--- src/rtl/rdm_drd_pkg.sv ---
// Shared types and constants for the RDM discovery reply decoder.
// No dependencies; imported by rdm_discovery_reply_decoder_unit.
`default_nettype none

package rdm_drd_pkg;

    localparam int unsigned POS_W = 5;

    localparam logic [7:0] PREAMBLE_BYTE  = 8'hFE;
    localparam logic [7:0] SEPARATOR_BYTE = 8'hAA;

    // Frame layout, as byte positions
    localparam logic [POS_W-1:0] PREAMBLE_BYTES = 5'd7;   // bytes 0..6
    localparam logic [POS_W-1:0] SEPARATOR_POS  = 5'd7;
    localparam logic [POS_W-1:0] UID_END        = 5'd20;  // encoded UID is bytes 8..19
    localparam logic [POS_W-1:0] FRAME_BYTES    = 5'd24;

    typedef enum logic [2:0] {
        STATUS_OK        = 3'd0,
        STATUS_SHORT     = 3'd1,
        STATUS_PREAMBLE  = 3'd2,
        STATUS_SEPARATOR = 3'd3,
        STATUS_CHECKSUM  = 3'd4
    } status_t;

endpackage

`default_nettype wire

--- src/rtl/rdm_discovery_reply_decoder_unit.sv ---
// RDM discovery-unique-branch reply decoder, top level.
// Depends on rdm_drd_pkg.
`default_nettype none

// Decodes an RDM discovery reply streamed one byte per transfer, with
// frame_end marking the last byte. Bytes 0-6 must be 0xFE and byte 7 0xAA;
// bytes 8-19 are ANDed in pairs into the 48-bit UID (MSB first) and bytes
// 20-23 into the received checksum, which is checked against the 16-bit
// wrapping sum of bytes 8-19. Bytes beyond the 24th are dropped. One result
// transfer comes out per frame_end byte: reply_ok, status (ok, too short,
// bad preamble, bad separator, checksum mismatch, in that priority) and the
// UID, which reads zero unless the status is ok. Bytes that are not the end
// of a frame produce no result. Rate: one byte per clock, sustained while
// in_ready stays high. A byte is captured in an input register; from there
// it updates the frame state, and a frame_end byte also loads a result into
// the output register. in_ready drops only when an end-of-frame byte sits in
// the input register while the output register holds a result that the
// consumer has not taken; the output register is the only place a result
// waits, so back-pressure reaches the input after one held byte. All frame
// state returns to zero after each frame_end byte.
module rdm_discovery_reply_decoder_unit (
    input  wire logic        clk,
    input  wire logic        rst_n,
    // byte stream
    input  wire logic        in_valid,
    output logic             in_ready,
    input  wire logic [7:0]  rx_byte,
    input  wire logic        frame_end,
    // decode results
    output logic             out_valid,
    input  wire logic        out_ready,
    output logic             reply_ok,
    output logic [2:0]       status,
    output logic [15:0]      uid_manufacturer,
    output logic [31:0]      uid_device
);
    import rdm_drd_pkg::*;

    // ---------------- input register ----------------
    logic             in_valid_reg, in_valid_next;
    logic [7:0]       byte_reg;
    logic             end_reg;
    logic             s1_take;     // input register hands its byte on
    logic             res_load;    // output register takes a new result

    // ---------------- frame state ----------------
    logic [POS_W-1:0] pos_reg, pos_next;
    logic             pre_err_reg, pre_err_next;
    logic             sep_err_reg, sep_err_next;
    logic [15:0]      sum_reg, sum_next;
    logic [7:0]       first_reg, first_next;
    logic [47:0]      uid_reg, uid_next;
    logic [15:0]      rx_csum_reg, rx_csum_next;

    // ---------------- output register ----------------
    logic             out_valid_reg, out_valid_next;
    status_t          status_reg, status_next;
    logic [47:0]      uid_out_reg, uid_out_next;

    // Upd byte goes on unless it ends a frame while a result is still held.
    assign s1_take  = in_valid_reg && (!end_reg || !out_valid_reg || out_ready);
    assign res_load = s1_take && end_reg;
    assign in_ready = !in_valid_reg || s1_take;

    always_comb
    begin
        in_valid_next = in_valid_reg;
        if (in_valid && in_ready)
        begin
            in_valid_next = 1'b1;
        end
        else if (s1_take)
        begin
            in_valid_next = 1'b0;
        end
    end

    always_ff @(posedge clk or negedge rst_n)
    begin
        if (!rst_n)
        begin
            in_valid_reg <= 1'b0;
        end
        else
        begin
            in_valid_reg <= in_valid_next;
        end
    end

    always_ff @(posedge clk)
    begin
        if (in_valid && in_ready)
        begin
            byte_reg <= rx_byte;
            end_reg  <= frame_end;
        end
    end

    // Frame state update for the byte in the input register. The status
    // is judged on the state including this byte.
    logic [POS_W-1:0] upd_pos;
    logic             upd_pre_err;
    logic             upd_sep_err;
    logic [15:0]      upd_sum;
    logic [7:0]       upd_first;
    logic [47:0]      upd_uid;
    logic [15:0]      upd_rx_csum;

    always_comb
    begin
        upd_pos     = pos_reg;
        upd_pre_err = pre_err_reg;
        upd_sep_err = sep_err_reg;
        upd_sum     = sum_reg;
        upd_first   = first_reg;
        upd_uid     = uid_reg;
        upd_rx_csum = rx_csum_reg;

        if (pos_reg < FRAME_BYTES)
        begin
            upd_pos = pos_reg + 5'd1;
            if (pos_reg < PREAMBLE_BYTES)
            begin
                if (byte_reg != PREAMBLE_BYTE)
                begin
                    upd_pre_err = 1'b1;
                end
            end
            else if (pos_reg == SEPARATOR_POS)
            begin
                if (byte_reg != SEPARATOR_BYTE)
                begin
                    upd_sep_err = 1'b1;
                end
            end
            else
            begin
                if (pos_reg < UID_END)
                begin
                    upd_sum = sum_reg + {8'h00, byte_reg};
                end
                // even position opens a pair, odd position closes it
                if (!pos_reg[0])
                begin
                    upd_first = byte_reg;
                end
                else if (pos_reg < UID_END)
                begin
                    upd_uid = {uid_reg[39:0], first_reg & byte_reg};
                end
                else
                begin
                    upd_rx_csum = {rx_csum_reg[7:0], first_reg & byte_reg};
                end
            end
        end
    end

    always_comb
    begin
        if (upd_pos < FRAME_BYTES)
        begin
            status_next = STATUS_SHORT;
        end
        else if (upd_pre_err)
        begin
            status_next = STATUS_PREAMBLE;
        end
        else if (upd_sep_err)
        begin
            status_next = STATUS_SEPARATOR;
        end
        else if (upd_rx_csum != upd_sum)
        begin
            status_next = STATUS_CHECKSUM;
        end
        else
        begin
            status_next = STATUS_OK;
        end
        uid_out_next = (status_next == STATUS_OK) ? upd_uid : 48'h0;
    end

    // Frame end clears the state for the next frame.
    always_comb
    begin
        pos_next     = pos_reg;
        pre_err_next = pre_err_reg;
        sep_err_next = sep_err_reg;
        sum_next     = sum_reg;
        first_next   = first_reg;
        uid_next     = uid_reg;
        rx_csum_next = rx_csum_reg;
        if (res_load)
        begin
            pos_next     = '0;
            pre_err_next = 1'b0;
            sep_err_next = 1'b0;
            sum_next     = '0;
            first_next   = '0;
            uid_next     = '0;
            rx_csum_next = '0;
        end
        else if (s1_take)
        begin
            pos_next     = upd_pos;
            pre_err_next = upd_pre_err;
            sep_err_next = upd_sep_err;
            sum_next     = upd_sum;
            first_next   = upd_first;
            uid_next     = upd_uid;
            rx_csum_next = upd_rx_csum;
        end
    end

    always_ff @(posedge clk or negedge rst_n)
    begin
        if (!rst_n)
        begin
            pos_reg     <= '0;
            pre_err_reg <= 1'b0;
            sep_err_reg <= 1'b0;
            sum_reg     <= '0;
            first_reg   <= '0;
            uid_reg     <= '0;
            rx_csum_reg <= '0;
        end
        else
        begin
            pos_reg     <= pos_next;
            pre_err_reg <= pre_err_next;
            sep_err_reg <= sep_err_next;
            sum_reg     <= sum_next;
            first_reg   <= first_next;
            uid_reg     <= uid_next;
            rx_csum_reg <= rx_csum_next;
        end
    end

    // ---------------- result register ----------------
    always_comb
    begin
        out_valid_next = out_valid_reg;
        if (res_load)
        begin
            out_valid_next = 1'b1;
        end
        else if (out_ready)
        begin
            out_valid_next = 1'b0;
        end
    end

    always_ff @(posedge clk or negedge rst_n)
    begin
        if (!rst_n)
        begin
            out_valid_reg <= 1'b0;
        end
        else
        begin
            out_valid_reg <= out_valid_next;
        end
    end

    always_ff @(posedge clk)
    begin
        if (res_load)
        begin
            status_reg  <= status_next;
            uid_out_reg <= uid_out_next;
        end
    end

    assign out_valid        = out_valid_reg;
    assign status           = status_reg;
    assign reply_ok         = (status_reg == STATUS_OK);
    assign uid_manufacturer = uid_out_reg[47:32];
    assign uid_device       = uid_out_reg[31:0];

`ifndef ASSERT_OFF
    // position never runs past the frame length
    a_pos_bound: assert property (@(posedge clk) disable iff (!rst_n)
        pos_reg <= FRAME_BYTES)
        else $error("byte position beyond frame length");

    // an end-of-frame byte resets the frame state
    a_frame_clear: assert property (@(posedge clk) disable iff (!rst_n)
        res_load |=> (pos_reg == '0 && !pre_err_reg && !sep_err_reg && sum_reg == '0))
        else $error("frame state not cleared after frame end");

    // a failed decode never reports a UID
    a_uid_zero: assert property (@(posedge clk) disable iff (!rst_n)
        (out_valid_reg && status_reg != STATUS_OK) |-> (uid_out_reg == '0))
        else $error("UID reported on failed decode");

    // stall only with an end byte waiting behind a held result
    a_stall_cause: assert property (@(posedge clk) disable iff (!rst_n)
        !in_ready |-> (in_valid_reg && end_reg && out_valid_reg && !out_ready))
        else $error("input stalled without a held result");

    // a held result is not overwritten
    a_no_overwrite: assert property (@(posedge clk) disable iff (!rst_n)
        (out_valid_reg && !out_ready) |-> !res_load)
        else $error("result overwritten before transfer");
`endif

endmodule

`default_nettype wire

--- config.mk ---
export PLATFORM = sky130hd
export DESIGN_NAME = rdm_discovery_reply_decoder_unit
export DESIGN_NICKNAME = d
export VERILOG_FILES = /design/src/rtl/rdm_drd_pkg.sv /design/src/rtl/rdm_discovery_reply_decoder_unit.sv
export SDC_FILE = /design/constraint.sdc
export NUM_CORES = 1
export LEC_CHECK = 0
export BUFFER_PORTS_ARGS = -buffer_cell sky130_fd_sc_hd__buf_4
export CAP_MARGIN = 20
export CORE_MARGIN = 2
export CORE_UTILIZATION = 44
export CTS_BUF_LIST = sky130_fd_sc_hd__clkbuf_2
export DETAILED_ROUTE_END_ITERATION = 7
export SKIP_LAST_GASP = 1
export SLEW_MARGIN = 20
export SYNTH_ARGS = -nofsm -noshare
export SYNTH_HDL_FRONTEND = slang
export SYNTH_SLANG_ARGS = --single-unit
--- constraint.sdc ---
create_clock -name clk -period 3.3 [get_ports clk]
set_input_delay 0.165 -clock clk [delete_from_list [all_inputs] [get_ports clk]]
set_output_delay 0.165 -clock clk [all_outputs]
set_load 0.05 [all_outputs]
* After elaboration in Yosys (flattened, before gate mapping)
Index checks and enable logic that the tools add are counted.
** Storage, ports and cells
- Input port bits :: 13
- Register bits after elaboration :: 157
- Logic and storage cells :: 91
- Output and inout port bits :: 54
** Cells by class
- Muxes and demuxes :: 48
- Add/sub/neg operators :: 2
- Bitwise gates (word level) :: 1
- Equality and inequality tests :: 7
- Reduce and logical (&&, ||, !) cells :: 16
- Order comparisons :: 4
** Operators with widths (count)
- 48-bit 2-to-1 mux :: 7
- 16-bit 2-to-1 mux :: 13
- 8-bit 2-to-1 mux :: 6
- 16-bit by 8-bit adder with 16-bit output :: 1
- 16-bit != test :: 1
- 8-bit != test, second input constant :: 2
- 5-bit less-than comparator, second input constant :: 3
- 1-bit 2-to-1 mux :: 15
- 5-bit 2-to-1 mux :: 3
- 3-bit 2-to-1 mux :: 4
- 8-bit bitwise AND :: 1
- 2-bit nonzero test :: 4
- 3-bit logical NOT :: 2
- 2-bit != test, second input constant :: 3
- 5-bit by 1-bit adder with 5-bit output, second input constant :: 1
- 5-bit by 3-bit == test with 1-bit output, second input constant :: 1
- 5-bit by 3-bit less-than comparator with 1-bit output, second input constant :: 1
- 5-bit AND reduction :: 1
- 1-bit logical AND :: 3
- 1-bit logical NOT :: 3
- 1-bit logical OR :: 3

* Logic depth before layout (Yosys ltp)
- Depth in word-level cells :: 12
- Gate-level depth with buffers :: 14
- Gate-level depth less buffers :: 11

* Least setup slack after synthesis
Ideal clock, no wire load.
- Kind :: reg-to-reg
- From :: register byte_reg[0]
- To :: register uid_out_reg[32], data pin
- Data required time :: 3116 ps
- Setup slack :: 64 ps
- Setup time :: 184 ps
- Arrival :: 3051 ps
- Path buffers :: 2
- Clock period less this slack :: 3236 ps
- Cell stages (with the launch flop) :: 14
- Cells stage by stage :: edfxtp_1 > ha_1 > inv_1 > fa_1 > nand2b_1 > a211oi_1 > o211ai_2 > mux2_2 > nand2_1 > o211ai_1 > a211o_1 > buf_6 > buf_6 > a2111oi_4
** On the way
- Cells in the longest elaborated chain, start to end :: 12
- Elaborated cells on any way between the ends :: 26
- Classes of those cells :: 1 x add/sub; 3 x eq/ne; 20 x mux; 1 x bitwise; 1 x reduce/logical
** Ends and longest elaborated chain
- start, declared :: line rdm_discovery_reply_decoder_unit.sv:41 : logic [7:0] byte_reg;
- start signal, assigned :: line rdm_discovery_reply_decoder_unit.sv:94 : byte_reg <= rx_byte;
- parallel branches: the longest is 9 deep, another holds 16-bit by 8-bit adder with 16-bit output
- 3-bit 2-to-1 mux * :: line rdm_discovery_reply_decoder_unit.sv:165 : else if (upd_pre_err)
- 3-bit 2-to-1 mux * :: line rdm_discovery_reply_decoder_unit.sv:161 : if (upd_pos < FRAME_BYTES)
- 3-bit logical NOT * :: line rdm_discovery_reply_decoder_unit.sv:181 : uid_out_next = (status_next == STATUS_OK) ? upd_uid : 48'h0;
- end signal, assigned :: line rdm_discovery_reply_decoder_unit.sv:271 : uid_out_reg <= uid_out_next;
- end, declared :: line rdm_discovery_reply_decoder_unit.sv:58 : logic [47:0] uid_out_reg, uid_out_next;
Mark *: on every way between the ends.
A chain may end at the register's enable or synchronous reset.

* Final worst setup path
- From :: register byte_reg[1]
- To :: register uid_out_reg[8], data pin
The elaborated chain is that of the path after synthesis.

==> summary.md <==
| Metric | Value |
|---|---|
| Worst-Margin Slew | 682 ps |
| Mapped cell area | 8120 sq um |
| Most frequent cells in the layout | 137 x nand2_1, 105 x buf_4, 97 x dfrtp_1 |
| R2R cell count | 10 |
| Clock buffer count from CTS | 17 |
| Clock period minus worst slack | 3430 ps |
| Register-to-register setup slack | -130 ps |
| Vias in the first global route | 6483 |
| Filler Cell Count | 1487 |
| Cell area power density | 579 nW/um^2 |
| Clk buf depth | 2 |
| Status | complete, but fails checks |
| Tightest Hold Check Type | in -> reg |
| Final Hold Fails | 0 |
| Fin crit share | 1.04 |
| Setup Viol. Count Final | 43 |
| GRT overflow | 0 |
| Final RePlAce weighted congestion | 0.863 |
| Post-synth cell types | 56 |
| Post-DP HPWL | 13.4 mm |
| Unrepaired setup endpoints after global routing | yes |
| Initial antenna violation count | 1 |
| Total GRT Usage | 0.225 |
| CP Capture Type | flop |
| Core box area | 18000 sq um |
| DIE HEIGHT | 140 um |
| Lkg Pwr | 3.96 nW |
| Critical Path Fanout Max | 7 |
| Setup TNS | -3530 ps |
| H-tree depth | 4 |
| Worst Path Arrival | 3980 ps |
| Max-cap viol count | 0 |
| Failing checks | negative setup slack |
| Startpoint types | flop |
| First-pass detailed-route iteration total | 5 |
| CP endpoint | uid_out_reg[8]$_SDFFCE_PP0P_ |
| Net count, final | 867 |
| Top FF cell, synth | dfrtp_1 |
| IO buf count | 66 |
| Pin count of the biggest net entering global routing | 58 |
| WL per Instance | 21.3 um |
| CTS tree | done |
| Reg2Reg Capture Point | uid_out_reg[8]$_SDFFCE_PP0P_ |
| DRT Wirelength | 23.2 mm |
| Syn avg cell area | 11.0 sq um |
| Row count | 49 |
| Final Slew Violations | 0 |
| Boundary pin count | 67 |
| Ys async rst share | 0.618 |
| Critical path class | reg -> reg |
| Placed Cells | 1017 |
| Initial DRC Count | 524 |
| Setup Skew | 38.6 ps |
| VDD IR max | 0.000371 V |
| Syn_nets | 763 |
| CTS root buf | clkbuf_2 |
| Relative slew margins | 0.545 |
| Finished Layout Cells | 1087 |
| Sequential fraction of the synthesis area | 0.521 |
| FF+latch count, synth | 157 |
| Crit path launch | byte_reg[1]$_DFFE_PP_ |
| Clock Sink Count | 157 |
| Setup ws final | -132 ps |
| Critical register-to-register path startpoint | byte_reg[1]$_DFFE_PP_ |
| Drc violations | 0 |
| Mapped Cells | 740 |
| Die Width | 140 um |
| Post-synth EDFFs | 60 |
| Post-layout util | 0.576 |
| Max Clk Rate | 291 MHz |
| Initial Util | 0.451 |
| Clock latency on the worst-skew pair | 750 ps |
| CTS clk-pin slew, worst paths | 230 ps |
| Synth warn | 0 |
| Layout area overhead | 27.8% |
| Most common cell after layout, fill and taps aside | nand2_1 |
| Routed via count | 6562 |
| Layout cell share with drive strength beyond 1 | 0.285 |
| Vias per cell | 6.04 |
| Routed Antenna Nets | 0 |
| Pre-CTS setup slack | -114 ps |
| Worst EP required | 3850 ps |
| First-pass GRT wire length | 35.1 mm |
| Die ar. | 19600 sq um |
[cell type report]
type | count | area (sq um) | share of cell area
clock inverters | 14 | 191 | 0.0185
diodes | 1 | 2.50 | 0.000241
inverters | 4 | 15.0 | 0.00145
clock buffers | 18 | 90.1 | 0.00868
repair buffers | 145 | 1420 | 0.137
flip-flops and latches | 157 | 4230 | 0.408
well taps | 229 | 287 | 0.0276
multi-input cells | 519 | 4140 | 0.399
[power breakdown]
group / leakage (nW) / switching, mW / internal, mW
Combinational: 1.85 / 1.45 / 1.03
Clock: 0.170 / 0.727 / 0.505
Sequential: 1.94 / 0.146 / 2.14
Total: 3.96 / 2.32 / 3.68
[stage by stage]
step	power [mW]	area (sq um)	hold WS (ps)
after global placement	3.74	9030	204
after global routing	6.25	10400	51.3
after floorplan	3.37	8120	-131
after CTS	5.25	9640	77.1
final	6.00	10400	123
after detailed placement	3.78	9030	205
[Yosys cell counts (all sizes together), types with 10 or more instances]
library cell  number  area (sq um)
a2111oi           40           613
a21oi             34           170
a22o              41           359
a22oi             12          90.1
buf               21           150
clkbuf            39           146
dfrtp             97          2430
edfxtp            60          1800
mux2i             20           200
nand2            137           514
nand3             11          55.1
nor2              38           143
o21ai             49           245
xnor2             10          87.6
xor2              15           131
[what timing repair did]
action | 4_1_cts | 5_1_grt
gates cloned | 3 | 7
hold buffers | 15 | 0
endpoints found under the hold margin | 117 | 0
endpoints found under the setup margin | 49 | 49
gates resized for setup | 11 | 62
pin swaps | 5 | 18
buffers inserted | 4 | 8
[layer usage]
layer  GRT usage  vias up  part of all wire
met5           0        -                 0
met4      0.0695        0             0.022
met3      0.0430       31             0.047
met2       0.380      200              0.50
met1       0.295     3356              0.43
li1            -     2975                 -
[how the worst min path moves through the flow]
stage	from	endpoint	slack, ps	depth (start not counted)
3_5_place_dp	rst_n	sum_reg[8]$_DFFE_PN0P_	210	1
2_1_floorplan	rst_n	first_reg[0]$_DFFE_PN0P_	-130	0
6_report	frame_end	end_reg$_DFFE_PP_	120	2
5_1_grt	rx_byte[6]	byte_reg[6]$_DFFE_PP_	50	2
4_1_cts	rx_byte[3]	byte_reg[3]$_DFFE_PP_	80	2
3_3_place_gp	rst_n	sum_reg[8]$_DFFE_PN0P_	200	1
[kinds of logic after synthesis]
family	Yosys count	synth area share
compound gates	222	0.231
xor+xnor	25	0.0270
fa+ha+maj	10	0.0163
buf+inv	64	0.0384
flops	157	0.521
mux	23	0.0288
simple gates	239	0.137
[worst max-delay path: stages, from the launching register on]
cell and delay (ps):
edfxtp_1 490, ha_1 360, a211oi_4 300, nor2_1 120, xor2_2 170, mux2_4 260, a222oi_1 350, nand4_1 200
a211o_4 450, clkbuf_16 220, a2111oi_4 320
Note: power is estimated with default switching activity, not from simulation.
